===== src/tcw_pkg.sv =====
// ----------------------------------------------------------------------------
// tcw_pkg
// Shared types and constants for the text console writer.
// ----------------------------------------------------------------------------
`default_nettype none

package tcw_pkg;

    localparam int DEF_COLUMNS = 80;
    localparam int DEF_ROWS    = 25;

    localparam int CELL_W     = 16;
    localparam int PADDR_W    = 3;
    localparam int PDATA_W    = 32;
    localparam int ROW_OUT_W  = 5;
    localparam int COL_OUT_W  = 7;
    localparam int OFF_OUT_W  = 11;

    localparam logic [7:0] BLANK_CHAR = 8'h20;
    localparam logic [7:0] LINE_FEED  = 8'd10;
    localparam logic [7:0] RESET_ATTR = 8'h0F;

    localparam logic [1:0] MODE_PUT   = 2'd0;
    localparam logic [1:0] MODE_READ  = 2'd1;
    localparam logic [1:0] MODE_CLEAR = 2'd2;

    localparam logic REG_TEXT_ATTR = 1'b0;

    typedef struct packed {
        logic [1:0]  mode;
        logic [7:0]  char_code;
        logic [10:0] read_index;
    } tcw_req_t;

    typedef struct packed {
        logic [ROW_OUT_W-1:0] cursor_row;
        logic [COL_OUT_W-1:0] cursor_col;
        logic [OFF_OUT_W-1:0] cursor_offset;
        logic [7:0]           read_char;
        logic [7:0]           read_attr;
    } tcw_result_t;

endpackage

`default_nettype wire


===== src/tcw_regs.sv =====
// ----------------------------------------------------------------------------
// tcw_regs
// APB register file: text attribute byte.
// ----------------------------------------------------------------------------
`default_nettype none

module tcw_regs (
    input  wire logic                        clk,
    input  wire logic                        rst_n,
    input  wire logic                        psel,
    input  wire logic                        penable,
    input  wire logic                        pwrite,
    input  wire logic [tcw_pkg::PADDR_W-1:0] paddr,
    input  wire logic [tcw_pkg::PDATA_W-1:0] pwdata,
    output logic      [tcw_pkg::PDATA_W-1:0] prdata,
    output logic                             pready,
    output logic      [7:0]                  text_attribute
);
    import tcw_pkg::*;

    logic [7:0] attr_reg;
    logic       sel_attr;

    assign sel_attr = (paddr[2] == REG_TEXT_ATTR);

    always_ff @(posedge clk or negedge rst_n)
    begin
        if (!rst_n)
        begin
            attr_reg <= RESET_ATTR;
        end
        else if (psel && penable && pwrite && sel_attr)
        begin
            attr_reg <= pwdata[7:0];
        end
    end

    always_comb
    begin
        prdata = '0;
        if (sel_attr)
        begin
            prdata = {{(PDATA_W-8){1'b0}}, attr_reg};
        end
    end

    assign pready         = 1'b1;
    assign text_attribute = attr_reg;

endmodule

`default_nettype wire


===== config.mk =====
export PLATFORM = sky130hd
export DESIGN_NAME = tcw_regs
export DESIGN_NICKNAME = d
export VERILOG_FILES = /design/src/tcw_pkg.sv /design/src/tcw_regs.sv
export SDC_FILE = /design/constraint.sdc
export NUM_CORES = 1
export LEC_CHECK = 0
export ABC_CLOCK_PERIOD_IN_PS = 800
export BUFFER_PORTS_ARGS = -buffer_cell sky130_fd_sc_hd__buf_2
export CAP_MARGIN = 20
export CORE_MARGIN = 10
export CORE_UTILIZATION = 27
export CTS_CLUSTER_SIZE = 40
export DETAILED_ROUTE_END_ITERATION = 16
export HOLD_SLACK_MARGIN = 0.08
export PLACE_DENSITY_LB_ADDON = 0.1
export SKIP_CTS_REPAIR_TIMING = 1
export SLEW_MARGIN = 20
export SYNTH_ARGS = -nofsm -noshare
export SYNTH_HDL_FRONTEND = slang
export SYNTH_SLANG_ARGS = --single-unit

===== constraint.sdc =====
create_clock -name clk -period 0.8 [get_ports clk]
set_input_delay 0.04 -clock clk [delete_from_list [all_inputs] [get_ports clk]]
set_output_delay 0.04 -clock clk [all_outputs]
set_load 0.01 [all_outputs]

# Yosys cells after proc, flatten, opt, wreduce, memory -nomap -nowiden
# Cells that the tools add are included.
# classes
n_mux,1
bitwise,1
reduce_logical,3
# op_table
operator,n
2-to-1 mux 8 bit,1
logical AND 1 bit,3
NOT 1 bit,1
# word_totals
ff_bits,8
input_bits,40
elab_cells,6

# Logic depth before layout (Yosys ltp)
# Gate-level depths: netlist (run 1).
# logic_depth
ltp_word,3
mapped_depth,2

# Worst setup path after synthesis (run 1)
# Ideal clock, no wire load.
# synth_timing
kind,flip-flop to flip-flop
start,"reg, netlist name text_attribute[4]"
end,"reg attr_reg[4], in the netlist text_attribute[4]"
arrival_ns,0.655
setup_slack_ns,0.020
setup_time_ns,0.125
synth_period_minus_slack_ns,0.780
path_buffers,0
required_time_ns,0.675
path_stages_with_launch,2
cell_sequence,dfrtp_1 mux2_2
# synth_rtl
item,line_no,rtl
end signal: assignment,tcw_regs.sv:34,attr_reg <= pwdata[7:0];
end: declaration,tcw_regs.sv:21,logic [7:0] attr_reg;

# Final worst setup path (run 1)
# layout_timing
start,"reg attr_reg[0], in the netlist text_attribute[0]"
end,out prdata[0] (netlist name)
# layout_via
elab_chain_len,1
# layout_lines
item,line_no,rtl
2-to-1 mux 8 bit,tcw_regs.sv:41,if (sel_attr)
end: declaration,tcw_regs.sv:15,"output logic [tcw_pkg::PDATA_W-1:0] prdata,"
# No other way between the ends.

==> results of run 1 <==
-- kinds of logic (layout without fill, tap and decap cells) --
| family | after synthesis | in the layout |
|---|---|---|
| buf+inv | 25 | 44 |
| simple gates | 9 | 9 |
| mux | 8 | 8 |
| flops | 8 | 8 |
| other cells | 2 | 25 |
-- metrics by stage --
step	power (mW)	setup slack (ns)	instances	utilization [%]	hold WS, ns
floorplan	0.944	0.0202	75	-	-0.256
global placement	1.07	-0.0572	107	33.4	-0.103
detailed placement	1.07	-0.0720	107	33.4	-0.105
CTS	1.43	-0.296	111	34.8	-0.386
global route	1.74	-0.316	121	43.6	0.0238
finish	1.61	-0.275	121	43.6	0.0328
-- final cells by class --
cell class | instances | area (um2)
fill | 205 | 1130
tap | 27 | 33.8
multi-input combinational | 42 | 282
sequential | 8 | 205
clock buffer | 4 | 26.3
timing repair buffer | 40 | 327
-- cell usage after synthesis --
library cell	n
buf_4	25
dfstp_2	4
nand4b_4	1
and2b_2	8
dfrtp_1	4
conb_1	2
mux2_2	8
-- power breakdown --
group          switching, mW  leakage (nW)  internal (mW)
sequential            0.0627        0.0900          0.528
clock                  0.141        0.0150          0.191
combinational          0.285         0.368          0.407
-- worst max-delay path: cells and delay by family, from the launching register on --
kind,cells,cell delay [ns]
flip-flops,1,0.54
buffers and inverters,1,0.10
AND/OR/NAND/NOR,1,0.15
-- final timing paths --
kind | to | slack, ns | cells after the start
max | prdata[0] | -0.27 | 2
min | text_attribute[6]$_DFFE_PN0P_ | 0.03 | 2
max reg2reg | text_attribute[6]$_DFFE_PN0P_ | -0.06 | 2
min reg2reg | text_attribute[4]$_DFFE_PN0P_ | 0.53 | 1
max in group asynchronous | text_attribute[2]$_DFFE_PN1P_ | 0.39 | 2
min in group asynchronous | text_attribute[7]$_DFFE_PN0P_ | 0.16 | 2
-- routing by layer --
metal | wire [um] | part of all wire, %
met1 | 547 | 34
met2 | 719 | 45
met3 | 327 | 21
met4 | 0 | 0
met5 | 0 | 0
==> results.toml, run 1 <==
[run_status]
status = "finished, violations left"
violations = "setup timing"

[setup_path]
crit_path_max_incr_delay_ns = 0.54
end_kind = "primary output"
arrival_ns = 1.03
cp.required_ns = 0.76
crit_path_max_fanout = 3
timing_worst_setup_path_type = "reg -> out"
cp_slowest_cell = "dfstp_2"
worstSetupStartpoint = "text_attribute[0]$_DFFE_PN1P_"
reg2reg_from = "text_attribute[6]$_DFFE_PN0P_"
crit_path_cell_trace = "and2b_2 -> buf_6"
critPathLaunchType = "flop"

[clocking]
worstSkewPairLatency_ns = 0.25
cts_root_buffer = "clkbuf_4"
cts-htree-levels = 1
tritoncts = "built"
cts-buffers-inserted = 3
clk_pin_slew_ns = 0.06
clockBufferDepth = 2
cts.sinks = 8

[die]
placementRows = 16
die_x_um = 66.5
initial_core_util_pct = 29.2
die_h_um = 66.5
die-area_um2 = 4420
coreArea_um2 = 2000
io_pins = 81

[placed_design]
place_congestion = 0.648
post_dp_cell_area_um2 = 669
port_buffers = 29
dp_hpwl_mm = 1.23

[drt]
routed_via_density = 3.48
drc_errors = 0
post_drt_wl_per_cell_um = 13.2
drt_iter0_drc = 0
vias = 421
wirelength_mm = 1.59
antenna_left = 0
firstDrtPassIters = 1

[layout]
antenna_cells = 0
largest_register_ffs = 8
fin_area_um2 = 873
drive_gt1_share_pct = 59.6
nNetsFinal = 135
mostFrequentLayoutCell = "conb_1"
final_cell_mix = "conb_1 (25), buf_2 (17), buf_6 (13)"
area_growth_pct = 49.5

[timing]
setup_viol = 17
fin_crit_sh_pct = 134
finalHoldViolations = 0
max_freq_mhz = 931
rsz0062_at_grt = "yes"
finalSetupTns_ns = -2.72
fin_skew_ns = 0
drv_slew = 0
setup_ws_ns = -0.275
fin_crit_ns = 1.07

[global_route]
met1_usage_pct = 6.10
grt_first_pass_wirelength_mm = 2.04
use_met3_pct = 5.02
grt_max_degree = 9
antenna_found_initial = 0
grt_use_total_pct = 5.97
top_usage_layer = "met2"
grt_pass1_vias = 427
grt_use_met2_pct = 9.09
overflow = 0

[synthesis]
avgSynthCellArea_um2 = 11.2
ys_seq_area_share_pct = 35.1
yosysTopAreaCellShare_pct = 32.1
muxShareOfSynthArea_pct = 15.4
synthDistinctLibCells = 7
synth-seq-cells = 8
synth_xor_area_share_pct = 0
syn-cell-area_um2 = 584
synth_top_family_by_area = "buffers and inverters"
synth-simple-area-share_pct = 16.1
synth_fa_ha_area_share_pct = 0
synthCells = 52
synth_top_area_cell = "buf_4"
yosysWarnings = 0
synth_area_leaders = "buf_4 (32%), dfstp_2 (18%), dfrtp_1 (17%)"
synth_compound_gate_area_share_pct = 0

[worst_hold_path]
hp-class = "in -> reg"
hold_start = "pwdata[6]"

[pwr]
peakVddDrop_uv = 841
leakage_nw = 0.473
power_density_nw_per_um2 = 1850

[run]
drv_cap = 0
(Power assumes the default switching activity.)
==> run 2: changes to the inputs <==
ABC_CLOCK_PERIOD_IN_PS = 1000   (was 800)
CORE_UTILIZATION = 30   (was 27)
clock period = 1 ns   (was 0.8 ns; I/O delays follow)
==> results.toml, run 2 (synthesis results as in run 1) <==
[pwr]
power_density_nw_per_um2 = 1450
peakVddDrop_uv = 789
leakage_nw = 0.454

[global_route]
antenna_found_initial = 0
overflow = 0
grt_pass1_vias = 478
grt_max_degree = 9
grt_first_pass_wirelength_mm = 2.33
grt_use_total_pct = 7.03

[die]
die_x_um = 64.1
die-area_um2 = 4110
coreArea_um2 = 1780
io_pins = 81
placementRows = 15
die_h_um = 64.1
initial_core_util_pct = 32.8

[clocking]
cts-htree-levels = 1
cts-buffers-inserted = 3
cts_root_buffer = "clkbuf_4"
clockBufferDepth = 2
worstSkewPairLatency_ns = 0.25
clk_pin_slew_ns = 0.06
cts.sinks = 8
tritoncts = "built"

[layout]
antenna_cells = 0
nNetsFinal = 134
fin_cells = 118
mostFrequentLayoutCell = "conb_1"
fill_cells = 173
drive_gt1_share_pct = 58.1
area_growth_pct = 42.6
largest_register_ffs = 8
final_cell_mix = "conb_1 (25), buf_2 (21), dlygate4sd3_1 (9)"

[setup_path]
crit_path_cell_trace = "and2b_2 -> buf_6"
crit_path_max_incr_delay_ns = 0.54
end_kind = "primary output"
path_buf_inv = 1
crit_family = "flip-flops"
critPathLaunchType = "flop"
crit_path_max_fanout = 3
cp.required_ns = 0.95
arrival_ns = 1.03
cp_slowest_cell = "dfstp_2"
timing_worst_setup_path_type = "reg -> out"

[placed_design]
dp_hpwl_mm = 1.25
port_buffers = 29
place_congestion = 0.669
dp.cells = 105

[drt]
drt_iter0_drc = 5
routed_via_density = 3.65
drc_errors = 0
vias = 431
post_drt_wl_per_cell_um = 13.6
wirelength_mm = 1.61
antenna_left = 0
firstDrtPassIters = 3

[timing]
finalSetupTns_ns = -0.305
rsz0062_at_grt = "yes"
max_freq_mhz = 925
setup_viol = 6
finalHoldViolations = 0
fin_crit_ns = 1.08
drv_slew = 0
fin_skew_ns = 0
setup_ws_ns = -0.0812
fin_crit_sh_pct = 108

[run]
drv_cap = 0

[run_status]
violations = "setup timing"
status = "finished, violations left"

[worst_hold_path]
hp-class = "in -> async"
-- run 2: changes by cell type in the layout (fill, tap and decap cells not counted) --
cell / delta
mux2_2: +1
mux2_4: -1
buf_6: -5
buf_2: +4
buf_4: -1
dlygate4sd3_1: +1
-- run 2: metrics by stage --
step / setup slack, ns / instance area (um2) / power (mW) / hold WS (ns) / util, %
floorplan: 0.220 / 671 / 0.755 / -0.246 / -
global placement: 0.133 / 667 / 0.855 / -0.0966 / 37.4
detailed placement: 0.126 / 667 / 0.862 / -0.0973 / 37.4
CTS: -0.106 / 693 / 1.14 / -0.372 / 38.9
global route: -0.123 / 833 / 1.30 / 0.176 / 46.7
finish: -0.0812 / 833 / 1.20 / 0.168 / 46.7
-- run 2: final timing paths --
| kind | slack [ns] | start | depth (start not counted) | to |
|---|---|---|---|---|
| worst max-delay path | -0.08 | text_attribute[1]$_DFFE_PN1P_ | 2 | prdata[1] |
| worst min-delay path | 0.17 | rst_n | 2 | text_attribute[4]$_DFFE_PN0P_ |
| worst max register to register | 0.24 | text_attribute[7]$_DFFE_PN0P_ | 1 | text_attribute[7]$_DFFE_PN0P_ |
| worst min register to register | 0.53 | text_attribute[6]$_DFFE_PN0P_ | 1 | text_attribute[6]$_DFFE_PN0P_ |
| max in group asynchronous | 0.60 | rst_n | 2 | text_attribute[1]$_DFFE_PN1P_ |
| min in group clk | 0.27 | penable | 3 | text_attribute[4]$_DFFE_PN0P_ |
-- run 2: cell type report --
cell class,instances,area (um2),share of cell area (%)
multi-input combinational,42,278,33.3
tap,25,31.3,3.75
clock buffer,4,26.3,3.15
sequential,8,205,24.6
timing repair buffer,39,293,35.1
-- run 2: power breakdown --
| part | internal [mW] | switching [mW] | leakage, nW | total, mW |
|---|---|---|---|---|
| Clock | 0.153 | 0.111 | 0.0150 | 0.263 |
| Sequential | 0.422 | 0.0459 | 0.0900 | 0.468 |
| Combinational | 0.256 | 0.217 | 0.349 | 0.474 |
| Total | 0.831 | 0.374 | 0.454 | 1.20 |
-- run 2: layer usage --
layer / vias up / global-route usage (%) / part of all wire, %
li1: 197 / - / -
met1: 201 / 6.53 / 33
met2: 31 / 11.2 / 52
met3: 2 / 5.57 / 14
met4: 0 / 3.21 / 0.62
met5: - / 0 / 0
